`src/hdl/rational_fraction_alu_top_defines.svh`:
```
// Assertion macros shared by the rational fraction ALU modules.
`ifndef RATIONAL_FRACTION_ALU_TOP_DEFINES_SVH
`define RATIONAL_FRACTION_ALU_TOP_DEFINES_SVH
`ifndef SYNTHESIS
`define RFA_ASSERT(label, clk, rst_n, prop) \
    label: assert property (@(posedge clk) disable iff (!rst_n) (prop)) \
        else $error("assertion failed");
`define RFA_ASSERT_NR(label, clk, prop) \
    label: assert property (@(posedge clk) (prop)) else $error("assertion failed");
`else
`define RFA_ASSERT(label, clk, rst_n, prop)
`define RFA_ASSERT_NR(label, clk, prop)
`endif
`endif

```
`src/hdl/rfa_pkg.sv`:
```
// Types and constants of the rational fraction ALU.
`timescale 1ns / 1ps
package rfa_pkg;
    localparam int NUM_W = 33;
    localparam int DEN_W = 31;
    localparam int MAG_W = 65;
    localparam logic [1:0] OP_ADD = 2'd0;
    localparam logic [1:0] OP_SUB = 2'd1;
    localparam logic [1:0] OP_MUL = 2'd2;
    localparam logic [1:0] OP_DIV = 2'd3;
    localparam logic [1:0] ST_OK = 2'd0;
    localparam logic [1:0] ST_ZERO_DEN = 2'd1;
    localparam logic [1:0] ST_DIV_ZERO = 2'd2;

    typedef struct packed {
        logic [1:0]       status;
        logic             neg;
        logic [MAG_W-1:0] n_mag;
        logic [MAG_W-1:0] d_mag;
    } rfa_job_t;

    typedef struct packed {
        logic [NUM_W-1:0] result_num;
        logic [DEN_W-1:0] result_den;
        logic [1:0]       status;
    } rfa_res_t;
endpackage

```
`src/hdl/rfa_if.sv`:
```
// Valid/ready channel interfaces for the fraction ALU.
`timescale 1ns / 1ps
interface rfa_in_if #(parameter int OPERAND_WIDTH = 16) (input logic clk);
    logic                            valid;
    logic                            ready;
    logic [1:0]                      operation;
    logic signed [OPERAND_WIDTH-1:0] num_a;
    logic signed [OPERAND_WIDTH-1:0] den_a;
    logic signed [OPERAND_WIDTH-1:0] num_b;
    logic signed [OPERAND_WIDTH-1:0] den_b;
    modport source (output valid, operation, num_a, den_a, num_b, den_b, input ready);
    modport sink (input valid, operation, num_a, den_a, num_b, den_b, output ready);
endinterface

interface rfa_out_if (input logic clk);
    logic               valid;
    logic               ready;
    logic signed [32:0] result_num;
    logic [30:0]        result_den;
    logic [1:0]         status;
    modport source (output valid, result_num, result_den, status, input ready);
    modport sink (input valid, result_num, result_den, status, output ready);
endinterface

```
`src/hdl/rfa_front.sv`:
```
// Front end: accept a transaction, form cross products, classify errors.
`timescale 1ns / 1ps
module rfa_front #(
    parameter int OPERAND_WIDTH = 16
) (
    input  logic                 clk,
    input  logic                 rst_n,
    rfa_in_if.sink               in_ch,
    output rfa_pkg::rfa_job_t    job,
    output logic                 job_valid,
    input  logic                 job_ready
);
    import rfa_pkg::*;
    localparam int W = OPERAND_WIDTH;
    localparam int P = 2 * W;

    // stage 1: magnitudes; stage 2: products; stage 3: sum
    localparam logic [1:0] S_IDLE = 2'd0;
    localparam logic [1:0] S_MUL  = 2'd1;
    localparam logic [1:0] S_SUM  = 2'd2;
    localparam logic [1:0] S_OUT  = 2'd3;

    logic [1:0] state_reg, state_next;
    logic [1:0] op_reg;
    logic [W:0] na_reg, da_reg, nb_reg, db_reg;
    logic sna_reg, sda_reg, snb_reg, sdb_reg;
    logic [P-1:0] p1_reg, p2_reg, pd_reg;
    logic s1_reg, s2_reg, sd_reg;
    rfa_job_t job_reg, job_next;

    function automatic logic [W:0] mag_of(input logic [W-1:0] v);
        logic [W:0] e;
        e = {v[W-1], v};
        mag_of = v[W-1] ? (~e + 1'b1) : e;
    endfunction

    assign in_ch.ready = (state_reg == S_IDLE);
    assign job = job_reg;
    assign job_valid = (state_reg == S_OUT);

    always_comb
    begin
        state_next = state_reg;
        case (state_reg)
            S_IDLE: if (in_ch.valid) state_next = S_MUL;
            S_MUL:  state_next = S_SUM;
            S_SUM:  state_next = S_OUT;
            S_OUT:  if (job_ready) state_next = S_IDLE;
            default: state_next = S_IDLE;
        endcase
    end

    always_comb
    begin
        logic [MAG_W-1:0] a, b, nm, dm;
        logic ns, ds;
        a = MAG_W'(p1_reg);
        b = MAG_W'(p2_reg);
        ds = sd_reg;
        dm = MAG_W'(pd_reg);
        if (op_reg == OP_ADD || op_reg == OP_SUB)
        begin
            if (s1_reg == s2_reg)
            begin
                nm = a + b; ns = s1_reg;
            end
            else if (a >= b)
            begin
                nm = a - b; ns = s1_reg;
            end
            else
            begin
                nm = b - a; ns = s2_reg;
            end
        end
        else
        begin
            nm = a; ns = s1_reg;
        end
        job_next.n_mag = nm;
        job_next.d_mag = dm;
        job_next.neg = (nm != '0) && (ns != ds);
        if (da_reg == '0 || db_reg == '0)
            job_next.status = ST_ZERO_DEN;
        else if (op_reg == OP_DIV && nb_reg == '0)
            job_next.status = ST_DIV_ZERO;
        else
            job_next.status = ST_OK;
    end

    always_ff @(posedge clk or negedge rst_n)
    begin
        if (!rst_n)
            state_reg <= S_IDLE;
        else
            state_reg <= state_next;
    end

    always_ff @(posedge clk)
    begin
        if (state_reg == S_IDLE && in_ch.valid)
        begin
            op_reg  <= in_ch.operation;
            na_reg  <= mag_of(in_ch.num_a);
            da_reg  <= mag_of(in_ch.den_a);
            nb_reg  <= mag_of(in_ch.num_b);
            db_reg  <= mag_of(in_ch.den_b);
            sna_reg <= in_ch.num_a[W-1];
            sda_reg <= in_ch.den_a[W-1];
            snb_reg <= in_ch.num_b[W-1];
            sdb_reg <= in_ch.den_b[W-1];
        end
        if (state_reg == S_MUL)
        begin
            p2_reg <= P'(op_reg == OP_MUL ? nb_reg * da_reg : nb_reg * da_reg);
            if (op_reg == OP_MUL)
            begin
                p1_reg <= P'(na_reg * nb_reg);
                s1_reg <= sna_reg ^ snb_reg;
            end
            else
            begin
                p1_reg <= P'(na_reg * db_reg);
                s1_reg <= sna_reg ^ sdb_reg;
            end
            s2_reg <= snb_reg ^ sda_reg ^ (op_reg == OP_SUB);
            if (op_reg == OP_DIV)
            begin
                pd_reg <= P'(da_reg * nb_reg);
                sd_reg <= sda_reg ^ snb_reg;
            end
            else
            begin
                pd_reg <= P'(da_reg * db_reg);
                sd_reg <= sda_reg ^ sdb_reg;
            end
        end
        if (state_reg == S_SUM)
            job_reg <= job_next;
    end

`include "rational_fraction_alu_top_defines.svh"
    `RFA_ASSERT(a_front_hold, clk, rst_n, (job_valid && !job_ready) |=> $stable(job))
    `RFA_ASSERT(a_front_busy, clk, rst_n, (state_reg != S_IDLE) |-> !in_ch.ready)
    `RFA_ASSERT(a_front_seq, clk, rst_n, (state_reg == S_MUL) |=> (state_reg == S_SUM))
endmodule

```
`src/hdl/rfa_queue.sv`:
```
// Two-entry queue between front and back ends.
`timescale 1ns / 1ps
module rfa_queue (
    input  logic              clk,
    input  logic              rst_n,
    input  rfa_pkg::rfa_job_t wr_data,
    input  logic              wr_valid,
    output logic              wr_ready,
    output rfa_pkg::rfa_job_t rd_data,
    output logic              rd_valid,
    input  logic              rd_ready
);
    import rfa_pkg::*;
    rfa_job_t mem_reg [2];
    logic wp_reg, rp_reg;
    logic [1:0] cnt_reg;
    logic wr_en, rd_en;

    assign wr_ready = (cnt_reg != 2'd2);
    assign rd_valid = (cnt_reg != 2'd0);
    assign rd_data = mem_reg[rp_reg];
    assign wr_en = wr_valid && wr_ready;
    assign rd_en = rd_valid && rd_ready;

    always_ff @(posedge clk or negedge rst_n)
    begin
        if (!rst_n)
        begin
            wp_reg <= 1'b0;
            rp_reg <= 1'b0;
            cnt_reg <= 2'd0;
        end
        else
        begin
            if (wr_en) wp_reg <= ~wp_reg;
            if (rd_en) rp_reg <= ~rp_reg;
            cnt_reg <= cnt_reg + {1'b0, wr_en} - {1'b0, rd_en};
        end
    end

    always_ff @(posedge clk)
    begin
        if (wr_en) mem_reg[wp_reg] <= wr_data;
    end

`include "rational_fraction_alu_top_defines.svh"
    `RFA_ASSERT(a_q_bound, clk, rst_n, cnt_reg <= 2'd2)
    `RFA_ASSERT(a_q_ptr, clk, rst_n, (cnt_reg == 2'd1) |-> (wp_reg != rp_reg))
    `RFA_ASSERT(a_q_empty, clk, rst_n, ((cnt_reg == 2'd0) || (cnt_reg == 2'd2)) |-> (wp_reg == rp_reg))
endmodule

```
`src/hdl/rfa_back.sv`:
```
// Back end: binary GCD, two restoring divisions, output register.
`timescale 1ns / 1ps
module rfa_back (
    input  logic              clk,
    input  logic              rst_n,
    input  rfa_pkg::rfa_job_t job,
    input  logic              job_valid,
    output logic              job_ready,
    rfa_out_if.source         out_ch
);
    import rfa_pkg::*;
    localparam int CW = $clog2(MAG_W + 1);

    localparam logic [2:0] B_IDLE = 3'd0;
    localparam logic [2:0] B_GCD  = 3'd1;
    localparam logic [2:0] B_DIVN = 3'd2;
    localparam logic [2:0] B_DIVD = 3'd3;
    localparam logic [2:0] B_OUT  = 3'd4;

    logic [2:0] st_reg;
    logic [MAG_W-1:0] u_reg, v_reg, g_reg, n_reg, d_reg, q_reg, r_reg, rn_reg;
    logic [CW-1:0] k_reg, i_reg;
    logic neg_reg;
    rfa_res_t res_reg;
    logic [MAG_W:0] rs;
    logic [MAG_W-1:0] dv, gsh;
    logic [CW-1:0] bit_idx;
    logic q_bit;

    assign job_ready = (st_reg == B_IDLE);
    assign out_ch.valid = (st_reg == B_OUT);
    assign out_ch.result_num = res_reg.result_num;
    assign out_ch.result_den = res_reg.result_den;
    assign out_ch.status = res_reg.status;

    assign dv = (st_reg == B_DIVN) ? n_reg : d_reg;
    assign bit_idx = CW'(MAG_W - 1) - i_reg;
    assign rs = {r_reg, dv[bit_idx]};
    assign q_bit = (rs >= {1'b0, g_reg});
    assign gsh = u_reg << k_reg;

    always_ff @(posedge clk or negedge rst_n)
    begin
        if (!rst_n)
            st_reg <= B_IDLE;
        else
        begin
            case (st_reg)
                B_IDLE:
                    if (job_valid)
                        st_reg <= (job.status != ST_OK || job.n_mag == '0) ? B_OUT : B_GCD;
                B_GCD:
                    if (u_reg == v_reg) st_reg <= B_DIVN;
                B_DIVN:
                    if (i_reg == CW'(MAG_W - 1)) st_reg <= B_DIVD;
                B_DIVD:
                    if (i_reg == CW'(MAG_W - 1)) st_reg <= B_OUT;
                B_OUT:
                    if (out_ch.ready) st_reg <= B_IDLE;
                default: st_reg <= B_IDLE;
            endcase
        end
    end

    // Binary GCD: strip common twos, then subtract-and-shift on odd values.
    always_ff @(posedge clk)
    begin
        case (st_reg)
            B_IDLE:
                if (job_valid)
                begin
                    n_reg <= job.n_mag;
                    d_reg <= job.d_mag;
                    u_reg <= job.n_mag;
                    v_reg <= job.d_mag;
                    k_reg <= '0;
                    neg_reg <= job.neg;
                    res_reg.result_num <= '0;
                    res_reg.result_den <= DEN_W'(1);
                    res_reg.status <= job.status;
                end
            B_GCD:
            begin
                // both values stay nonzero, so equal values end the loop
                if (u_reg == v_reg)
                begin
                    g_reg <= gsh;
                    i_reg <= '0;
                    r_reg <= '0;
                end
                else if (!u_reg[0] && !v_reg[0])
                begin
                    u_reg <= u_reg >> 1;
                    v_reg <= v_reg >> 1;
                    k_reg <= k_reg + 1'b1;
                end
                else if (!u_reg[0])
                    u_reg <= u_reg >> 1;
                else if (!v_reg[0])
                    v_reg <= v_reg >> 1;
                else if (u_reg >= v_reg)
                    u_reg <= (u_reg - v_reg) >> 1;
                else
                    v_reg <= (v_reg - u_reg) >> 1;
            end
            B_DIVN, B_DIVD:
            begin
                q_reg <= {q_reg[MAG_W-2:0], q_bit};
                if (i_reg == CW'(MAG_W - 1))
                begin
                    i_reg <= '0;
                    r_reg <= '0;
                    if (st_reg == B_DIVN)
                        rn_reg <= {q_reg[MAG_W-2:0], q_bit};
                    else
                    begin
                        res_reg.result_num <= neg_reg ? NUM_W'(~rn_reg + 1'b1) : NUM_W'(rn_reg);
                        res_reg.result_den <= DEN_W'({q_reg[MAG_W-2:0], q_bit});
                    end
                end
                else
                begin
                    i_reg <= i_reg + 1'b1;
                    r_reg <= q_bit ? MAG_W'(rs - {1'b0, g_reg}) : MAG_W'(rs);
                end
            end
            default: ;
        endcase
    end

`include "rational_fraction_alu_top_defines.svh"
    `RFA_ASSERT(a_back_hold, clk, rst_n, (out_ch.valid && !out_ch.ready) |=> $stable(res_reg))
    `RFA_ASSERT(a_back_den, clk, rst_n, out_ch.valid |-> (out_ch.result_den != '0))
    `RFA_ASSERT(a_back_err, clk, rst_n, (out_ch.valid && out_ch.status != ST_OK) |-> (out_ch.result_num == '0))
endmodule

```
`src/hdl/rational_fraction_alu_top.sv`:
```
// Top level of the rational fraction ALU.
//   channel   dir   handshake      payload
//   in_ch     in    valid/ready    operation, num_a, den_a, num_b, den_b
//   out_ch    out   valid/ready    result_num, result_den, status
// A transaction passes the front-end states (capture, products, sum, output),
// the queue, and the back end: binary GCD steps until the two values match, then
// two restoring divisions of 65 quotient bits each and the output register.
// Error and zero results skip the GCD and the divisions in the back end.
// Reset is asynchronous, active low, and clears the state machines and the queue pointers and count.
// A two-entry queue lets the front end take work while the back end stalls.
`timescale 1ns / 1ps
module rational_fraction_alu_top #(
    parameter int OPERAND_WIDTH = 16
) (
    input logic       clk,
    input logic       rst_n,
    rfa_in_if.sink    in_ch,
    rfa_out_if.source out_ch
);
    import rfa_pkg::*;
    rfa_job_t f_job, q_job;
    logic f_valid, f_ready, q_valid, q_ready;

    rfa_front #(.OPERAND_WIDTH(OPERAND_WIDTH)) u_front (
        .clk(clk), .rst_n(rst_n), .in_ch(in_ch),
        .job(f_job), .job_valid(f_valid), .job_ready(f_ready)
    );

    rfa_queue u_queue (
        .clk(clk), .rst_n(rst_n),
        .wr_data(f_job), .wr_valid(f_valid), .wr_ready(f_ready),
        .rd_data(q_job), .rd_valid(q_valid), .rd_ready(q_ready)
    );

    rfa_back u_back (
        .clk(clk), .rst_n(rst_n),
        .job(q_job), .job_valid(q_valid), .job_ready(q_ready),
        .out_ch(out_ch)
    );
endmodule

```
`src/flat_wrapper.sv`:
```
// flat-port wrapper written by rule: the top's interface ports become plain ports
module rational_fraction_alu_top_flat import rfa_pkg::*;
#(
    parameter int OPERAND_WIDTH = 16
)
  (clk, rst_n, in_ch_valid, in_ch_operation, in_ch_num_a, in_ch_den_a, in_ch_num_b, in_ch_den_b, in_ch_ready, out_ch_valid, out_ch_result_num, out_ch_result_den, out_ch_status, out_ch_ready);
  rfa_in_if #(.OPERAND_WIDTH(OPERAND_WIDTH)) in_ch_i (.clk(clk));
  rfa_out_if out_ch_i (.clk(clk));
  input logic clk;
  input logic rst_n;
  input wire logic [$bits(in_ch_i.valid)-1:0] in_ch_valid;
  input wire logic [$bits(in_ch_i.operation)-1:0] in_ch_operation;
  input wire logic [$bits(in_ch_i.num_a)-1:0] in_ch_num_a;
  input wire logic [$bits(in_ch_i.den_a)-1:0] in_ch_den_a;
  input wire logic [$bits(in_ch_i.num_b)-1:0] in_ch_num_b;
  input wire logic [$bits(in_ch_i.den_b)-1:0] in_ch_den_b;
  output wire logic [$bits(in_ch_i.ready)-1:0] in_ch_ready;
  output wire logic [$bits(out_ch_i.valid)-1:0] out_ch_valid;
  output wire logic [$bits(out_ch_i.result_num)-1:0] out_ch_result_num;
  output wire logic [$bits(out_ch_i.result_den)-1:0] out_ch_result_den;
  output wire logic [$bits(out_ch_i.status)-1:0] out_ch_status;
  input wire logic [$bits(out_ch_i.ready)-1:0] out_ch_ready;
  assign in_ch_i.valid = in_ch_valid;
  assign in_ch_i.operation = in_ch_operation;
  assign in_ch_i.num_a = in_ch_num_a;
  assign in_ch_i.den_a = in_ch_den_a;
  assign in_ch_i.num_b = in_ch_num_b;
  assign in_ch_i.den_b = in_ch_den_b;
  assign in_ch_ready = in_ch_i.ready;
  assign out_ch_valid = out_ch_i.valid;
  assign out_ch_result_num = out_ch_i.result_num;
  assign out_ch_result_den = out_ch_i.result_den;
  assign out_ch_status = out_ch_i.status;
  assign out_ch_i.ready = out_ch_ready;
  rational_fraction_alu_top #(.OPERAND_WIDTH(OPERAND_WIDTH)) u_core (.clk(clk), .rst_n(rst_n), .in_ch(in_ch_i), .out_ch(out_ch_i));
endmodule
```
`config.mk`:
```
export PLATFORM = sky130hd
export DESIGN_NAME = rational_fraction_alu_top_flat
export DESIGN_NICKNAME = d
export VERILOG_FILES = /design/src/hdl/rfa_pkg.sv /design/src/hdl/rfa_if.sv /design/src/hdl/rfa_front.sv /design/src/hdl/rfa_queue.sv /design/src/hdl/rfa_back.sv /design/src/hdl/rational_fraction_alu_top.sv /design/src/flat_wrapper.sv
export VERILOG_INCLUDE_DIRS = /design/src /design/src/hdl
export SDC_FILE = /design/constraint.sdc
export NUM_CORES = 2
export LEC_CHECK = 0
export ABC_CLOCK_PERIOD_IN_PS = 9600
export BUFFER_PORTS_ARGS = -buffer_cell sky130_fd_sc_hd__buf_2
export CORE_MARGIN = 3
export CORE_UTILIZATION = 35
export CTS_BUF_LIST = sky130_fd_sc_hd__clkbuf_16
export CTS_CLUSTER_SIZE = 12
export DETAILED_ROUTE_END_ITERATION = 10
export PLACE_DENSITY_LB_ADDON = 0.08
export SETUP_SLACK_MARGIN = 0.4
export SLEW_MARGIN = 15
export SYNTH_ARGS = -nofsm -noshare
export SYNTH_HDL_FRONTEND = slang
export SYNTH_HIERARCHICAL = 1
export SYNTH_SLANG_ARGS = --single-unit
```
`constraint.sdc`:
```
create_clock -name clk -period 9.6 [get_ports clk]
set_input_delay 0 -clock clk [delete_from_list [all_inputs] [get_ports clk]]
set_output_delay 0 -clock clk [all_outputs]
set_load 0.02 [all_outputs]
```
======== After elaboration in Yosys (flattened, before gate mapping) ========
Memories as Yosys holds them, arrays and structs flattened.
Index checks and enable logic that the tools add are counted.
word-level totals
  register bits ........................... 818
  bits in read-only memories .............. 0
  latch bits .............................. 0
  word-level logic and storage cells ...... 209
  bits in writable memories ............... 200
  memories ................................ 1
memory list
  name                    depth  width  rd ports  clocked after memory_dff  write ports  line             text
  u_core.u_queue.mem_reg  2      100    1         0                         1            rfa_queue.sv:14  rfa_job_t mem_reg [2];
cells by class
  multiply operators ...................... 4
  bitwise logic cells ..................... 12
  add/subtract/negate cells ............... 16
  eq/ne operators ......................... 30
  magnitude comparators ................... 4
  reduce and logical (&&, ||, !) cells .... 37
  divide/modulo/power cells ............... 0
  shift-type cells ........................ 1
  mux-type cells .......................... 60
operator list
  kind                   number
  $mux 65                19
  $pmux 65 s2            3
  $sub 65x65->65         3
  $mul 17x17->32         4
  $mux 64                2
  $pmux 64 s2            1
  $add 17x1->17 const B  4
  $not 17->17            4
  $ge 66x65->1           1
  $mux 66                1
  $sub 32x32->33         2
  $eq 65x65->1           1
  $ge 65x65->1           1
  $logic_not 65->1       1
  $reduce_bool 65->1     1
  $shl 65x7->65          1
  $mux 32                2
  $mux 15                4
  $logic_not 17->1       3
  $mux 7                 5
  $add 32x32->33         1
  $add 33x1->33 const B  1
  $mux 33                1
  $not 33->33            1
  38 further kinds       97

======== Logic depth before layout (Yosys ltp) ========
  depth in word-level cells ............... 8
  mapped depth ............................ 29
  mapped depth without buffers ............ 27

======== Hierarchy ========
The synthesis kept the hierarchy.
by module, submodules not included
  module     instances  seq. area each (sq um)  cells an instance  area an instance (sq um)
  rfa_front  1          7,317.0                 5,892              52,731.8
  rfa_back   1          16,170.5                4,042              38,464.4
  rfa_queue  1          8,087.8                 431                10,032.1

======== Worst setup path after synthesis ========
Ideal clock, no wire load.
  path type ............................... flip-flop to flip-flop
  from .................................... reg u_core.u_back.st_reg[0]
  to ...................................... reg u_core.u_back.v_reg[10], enable pin
  data arrival time ....................... 9,338 ps
  path buffers ............................ 1
  cell stages (with the launch flop) ...... 7
  clock period less this slack ............ 9,922 ps
  required time ........................... 9,016 ps
  setup slack ............................. -322 ps
  cells stage by stage .................... dfrtp_1 -> buf_1 -> nor3_1 -> and2_1 -> nor2_1 -> a21oi_1 -> a21boi_0
between the ends
  longest elaborated chain between the ends .. 3
  elaborated cells between the ends (all ways) .. 8
ends and longest elaborated chain
  element                                                    line                             text
  from (decl)                                                rfa_back.sv:20                   logic [2:0] st_reg;
  from (signal assigned)                                     rfa_back.sv:51                   st_reg <= (job.status != ST_OK || job.n_mag == '0) ? B_OUT : B_GCD;
  $logic_not 3->1 (*)                                        n/a
  named net u_core.q_ready                                   rational_fraction_alu_top.sv:22  logic f_valid, f_ready, q_valid, q_ready;
  $ne 2x2->1 (no line) or $reduce_bool 2->1 (tied branches)  n/a
  $reduce_and 5->1 (no line) (*)                             n/a
  to (signal assigned)                                       rfa_back.sv:75                   v_reg <= job.d_mag;
  to (signal assigned)                                       rfa_back.sv:94                   v_reg <= v_reg >> 1;
  to (signal assigned)                                       rfa_back.sv:100                  v_reg <= v_reg >> 1;
  to (decl)                                                  rfa_back.sv:21                   logic [MAG_W-1:0] u_reg, v_reg, g_reg, n_reg, d_reg, q_reg, r_reg, rn_reg;
The timed path passes the listed nets; every way through them passes the cells marked *.
A chain may end at the register's enable or synchronous reset.

======== Worst setup path after layout ========
  from .................................... reg u_core.u_front.nb_reg[4]
  to ...................................... reg u_core.u_front.p2_reg[30] (data pin)
between the ends
  longest elaborated chain between the ends .. 1
ends and longest elaborated chain
  element                 line              text
  from (decl)             rfa_front.sv:25   logic [W:0] na_reg, da_reg, nb_reg, db_reg;
  from (signal assigned)  rfa_front.sv:106  nb_reg <= mag_of(in_ch.num_b);
  $mul 17x17->32          rfa_front.sv:115  p2_reg <= P'(op_reg == OP_MUL ? nb_reg * da_reg : nb_reg * da_reg);
  to (signal assigned)    rfa_front.sv:115
  to (decl)               rfa_front.sv:27   logic [P-1:0] p1_reg, p2_reg, pd_reg;
Every way passes these cells.

==> results.toml <==
[detailed_routing]
drcViolationCount = 0
dr.pass1.iters = 6
vias = 75700
wl_per_cell_um = 24.9
first_iter_violations = 5674
viasPerCell = 5.33
drtAntennaViolNets = 0
routed_wirelength_mm = 354

[cts]
path_clk_slew_ns = 0.06
cts_resized = 0
cts_max_path_buffers = 4
numCtsBuffers = 141
insertion_delay_ns = 0.84
cts_max_level = 4
cts-root-buf = "clkbuf_16"
clock_sinks = 1053
tritoncts = "yes"

[sta]
slew_headroom = 0.188
drv_slew = 0
fin_crit_sh = 0.839
setup_tns_ns = 0
fmax_mhz = 124
fin_crit_ns = 8.06
hold_violations = 0
worstMarginPinSlew_ns = 1.22
rsz0062_at_grt = "false"
finalSetupViolations = 0
skew_ns = 0.0989

[final_layout]
synthToLayoutAreaGrowth_pct = 9.99
largest_reg_flops = 266
final_common_cell = "inv_1"
drive_gt1_frac = 0.0854
fin_nets = 12000
layout_common_cells = "1503 x inv_1, 1163 x nand2_1, 1044 x edfxtp_1"

[yosys]
synth_ff_type = "edfxtp_1"
ys_seq_elements = 1053
synth_cell_types = 110
syn_inst = 10400
seq_area_frac_synth = 0.312
ys_async_sr_fraction = 0.00855
yosysWarnings = 6
synth_edf_count = 1044
syn-cell-area_mm2 = 0.101
syn_avg_cell_area_um2 = 9.77

[grt]
grt_pass1_vias = 78900
grt_max_degree = 113
antenna_found_initial = 13
grtUsageTotal = 0.237
grt_pass1_wl_mm = 526
gr-total-overflow = 0

[critical_path]
critPathKind = "flip-flop to flip-flop"
cp-start-kind = "flip-flop"
reg2reg_slack_ns = 1.54
path_common_cell = "fa_1"
cp_slowest_cell = "edfxtp_1"
path_cells = "buf_4 > nand2_1 > fa_1 > fa_1 > inv_1 > fa_1 > fa_1 > inv_1 > fa_1 > fa_1 > inv_1 > ha_1 > a21o_1 > a21o_1 > or3_1 > o21ai_0 > o21ai_0 > o31ai_1 > o21a_1 > nor2b_1 > o211ai_1 > o41a_1 > nand2_1"
critPathTopFamily = "adder cells"
max_stage_delay_ns = 1.11
cp_num_buf_inv = 4
cp.arrival_ns = 8.50
path_max_fanout = 18
crit_path_end_kind = "flip-flop"
required_ns = 10.04

[floorplan]
io_pins = 138
die_y_um = 544
rows = 196
die-area_mm2 = 0.296
die_w_um = 544
start_util = 0.353
core_mm2 = 0.286

[placed_design]
hpwl_mm = 273
place.gp.congestion = 0.926
port_buffers = 137

[hold_path]
hp-class = "primary input to flip-flop"

[run_status]
status = "finished clean"

[run]
drv_cap = 0
-- worst register-to-register path, cell delays in order, from the launching register on --
cell and delay, ns:
edfxtp_1 1.11, buf_4 0.43, nand2_1 0.12, fa_1 0.50, fa_1 0.55, inv_1 0.06
fa_1 0.49, fa_1 0.43, inv_1 0.08, fa_1 0.43, fa_1 0.49, inv_1 0.05
ha_1 0.34, a21o_1 0.21, a21o_1 0.19, or3_1 0.29, o21ai_0 0.31, o21ai_0 0.23
o31ai_1 0.50, o21a_1 0.25, nor2b_1 0.08, o211ai_1 0.18, o41a_1 0.25, nand2_1 0.20
-- final timing paths --
kind                                                from                        end  cells past startpoint
worst max-delay path            u_core/u_front/nb_reg[4]  u_core/u_front/p2_reg[30]                     23
max in group asynchronous                          rst_n      u_core/u_queue/rp_reg                      3
worst max register to register  u_core/u_front/nb_reg[4]  u_core/u_front/p2_reg[30]                     23
min in group asynchronous                          rst_n    u_core/u_back/st_reg[1]                      3
worst min register to register  u_core/u_front/pd_reg[3]      u_core/u_front/job[3]                      0
worst min-delay path                     in_ch_den_a[14]  u_core/u_front/da_reg[14]                      3
-- layout make-up --
type / instances / area [um2]
Fill cell: 28700 / 175000
Multi-Input combinational cell: 7216 / 61500
Sequential cell: 1053 / 31600
Inverter: 1484 / 5570
Tap cell: 3762 / 4710
Clock buffer: 141 / 3530
Timing Repair Buffer: 447 / 3420
Clock inverter: 108 / 1050
Antenna cell: 3 / 7.51
-- routing by layer --
metal / share of wire / vias up / GRT usage
li1: - / 34700 / -
met1: 0.43 / 38600 / 0.307
met2: 0.49 / 1885 / 0.409
met3: 0.037 / 492 / 0.0204
met4: 0.043 / 2 / 0.0903
met5: 0.000037 / - / 0
-- through the flow --
stage | hold slack [ns] | cell area, um2 | cells | util | setup slack (ns)
3_5_place_dp | -0.0677 | 105000 | 13800 | 0.368 | 1.55
3_3_place_gp | -0.0609 | 105000 | 13800 | 0.368 | 1.59
4_1_cts | 0.0134 | 111000 | 14200 | 0.389 | 1.56
2_1_floorplan | -0.296 | 101000 | 10400 | - | 1.33
5_1_grt | 0.0767 | 111000 | 14200 | 0.389 | 1.14
6_report | 0.0905 | 111000 | 14200 | 0.389 | 1.54
-- synth_stat cells (55+ instances only) --
library cell | n | area [um2]
ha_1 | 694 | 8680
xor2_1 | 162 | 1420
nor2_1 | 617 | 2320
fa_1 | 898 | 18000
mux2_2 | 125 | 1410
edfxtp_1 | 1044 | 31400
mux4_2 | 82 | 1850
xnor2_1 | 257 | 2250
mux2_4 | 60 | 901
a21o_1 | 131 | 983
clkbuf_1 | 452 | 1700
nand4_1 | 99 | 619
a221oi_1 | 82 | 718
inv_1 | 1478 | 5550
nand3_1 | 88 | 440
nor4_1 | 55 | 344
nor2b_1 | 60 | 375
nor3_1 | 154 | 771
nand2_1 | 1165 | 4370
a21oi_1 | 585 | 2930
a31oi_1 | 60 | 375
nand2b_1 | 60 | 375
o21ai_0 | 356 | 1780
buf_2 | 73 | 365
a211oi_1 | 72 | 541
buf_4 | 72 | 541
and2_1 | 547 | 3420
mux2i_1 | 87 | 871
o21bai_1 | 70 | 526
-- what timing repair did --
| item | 4_1_cts | 5_1_grt |
|---|---|---|
| hold buffers | 126 | 0 |
| hold endpoints to repair | 94 | 0 |
| buffers inserted | 0 | 0 |
-- cell families (layout without fill, tap and decap cells) --
kind of cell | count (synthesis) | count (layout) | share of synthesized area
AND/OR/NAND/NOR | 3026 | 3026 | 0.142
buffers and inverters | 2132 | 2180 | 0.0839
AO/OA/AOI/OAI | 1788 | 1788 | 0.113
adder cells (fa/ha/maj) | 1592 | 1592 | 0.263
flip-flops | 1053 | 1053 | 0.312
XOR/XNOR | 419 | 419 | 0.0363
multiplexers | 354 | 354 | 0.0497
other | 1 | 40 | 0.0000370
Power is not shown: default switching activity piles up to over one toggle a cycle in this logic, so the estimate is an artifact.
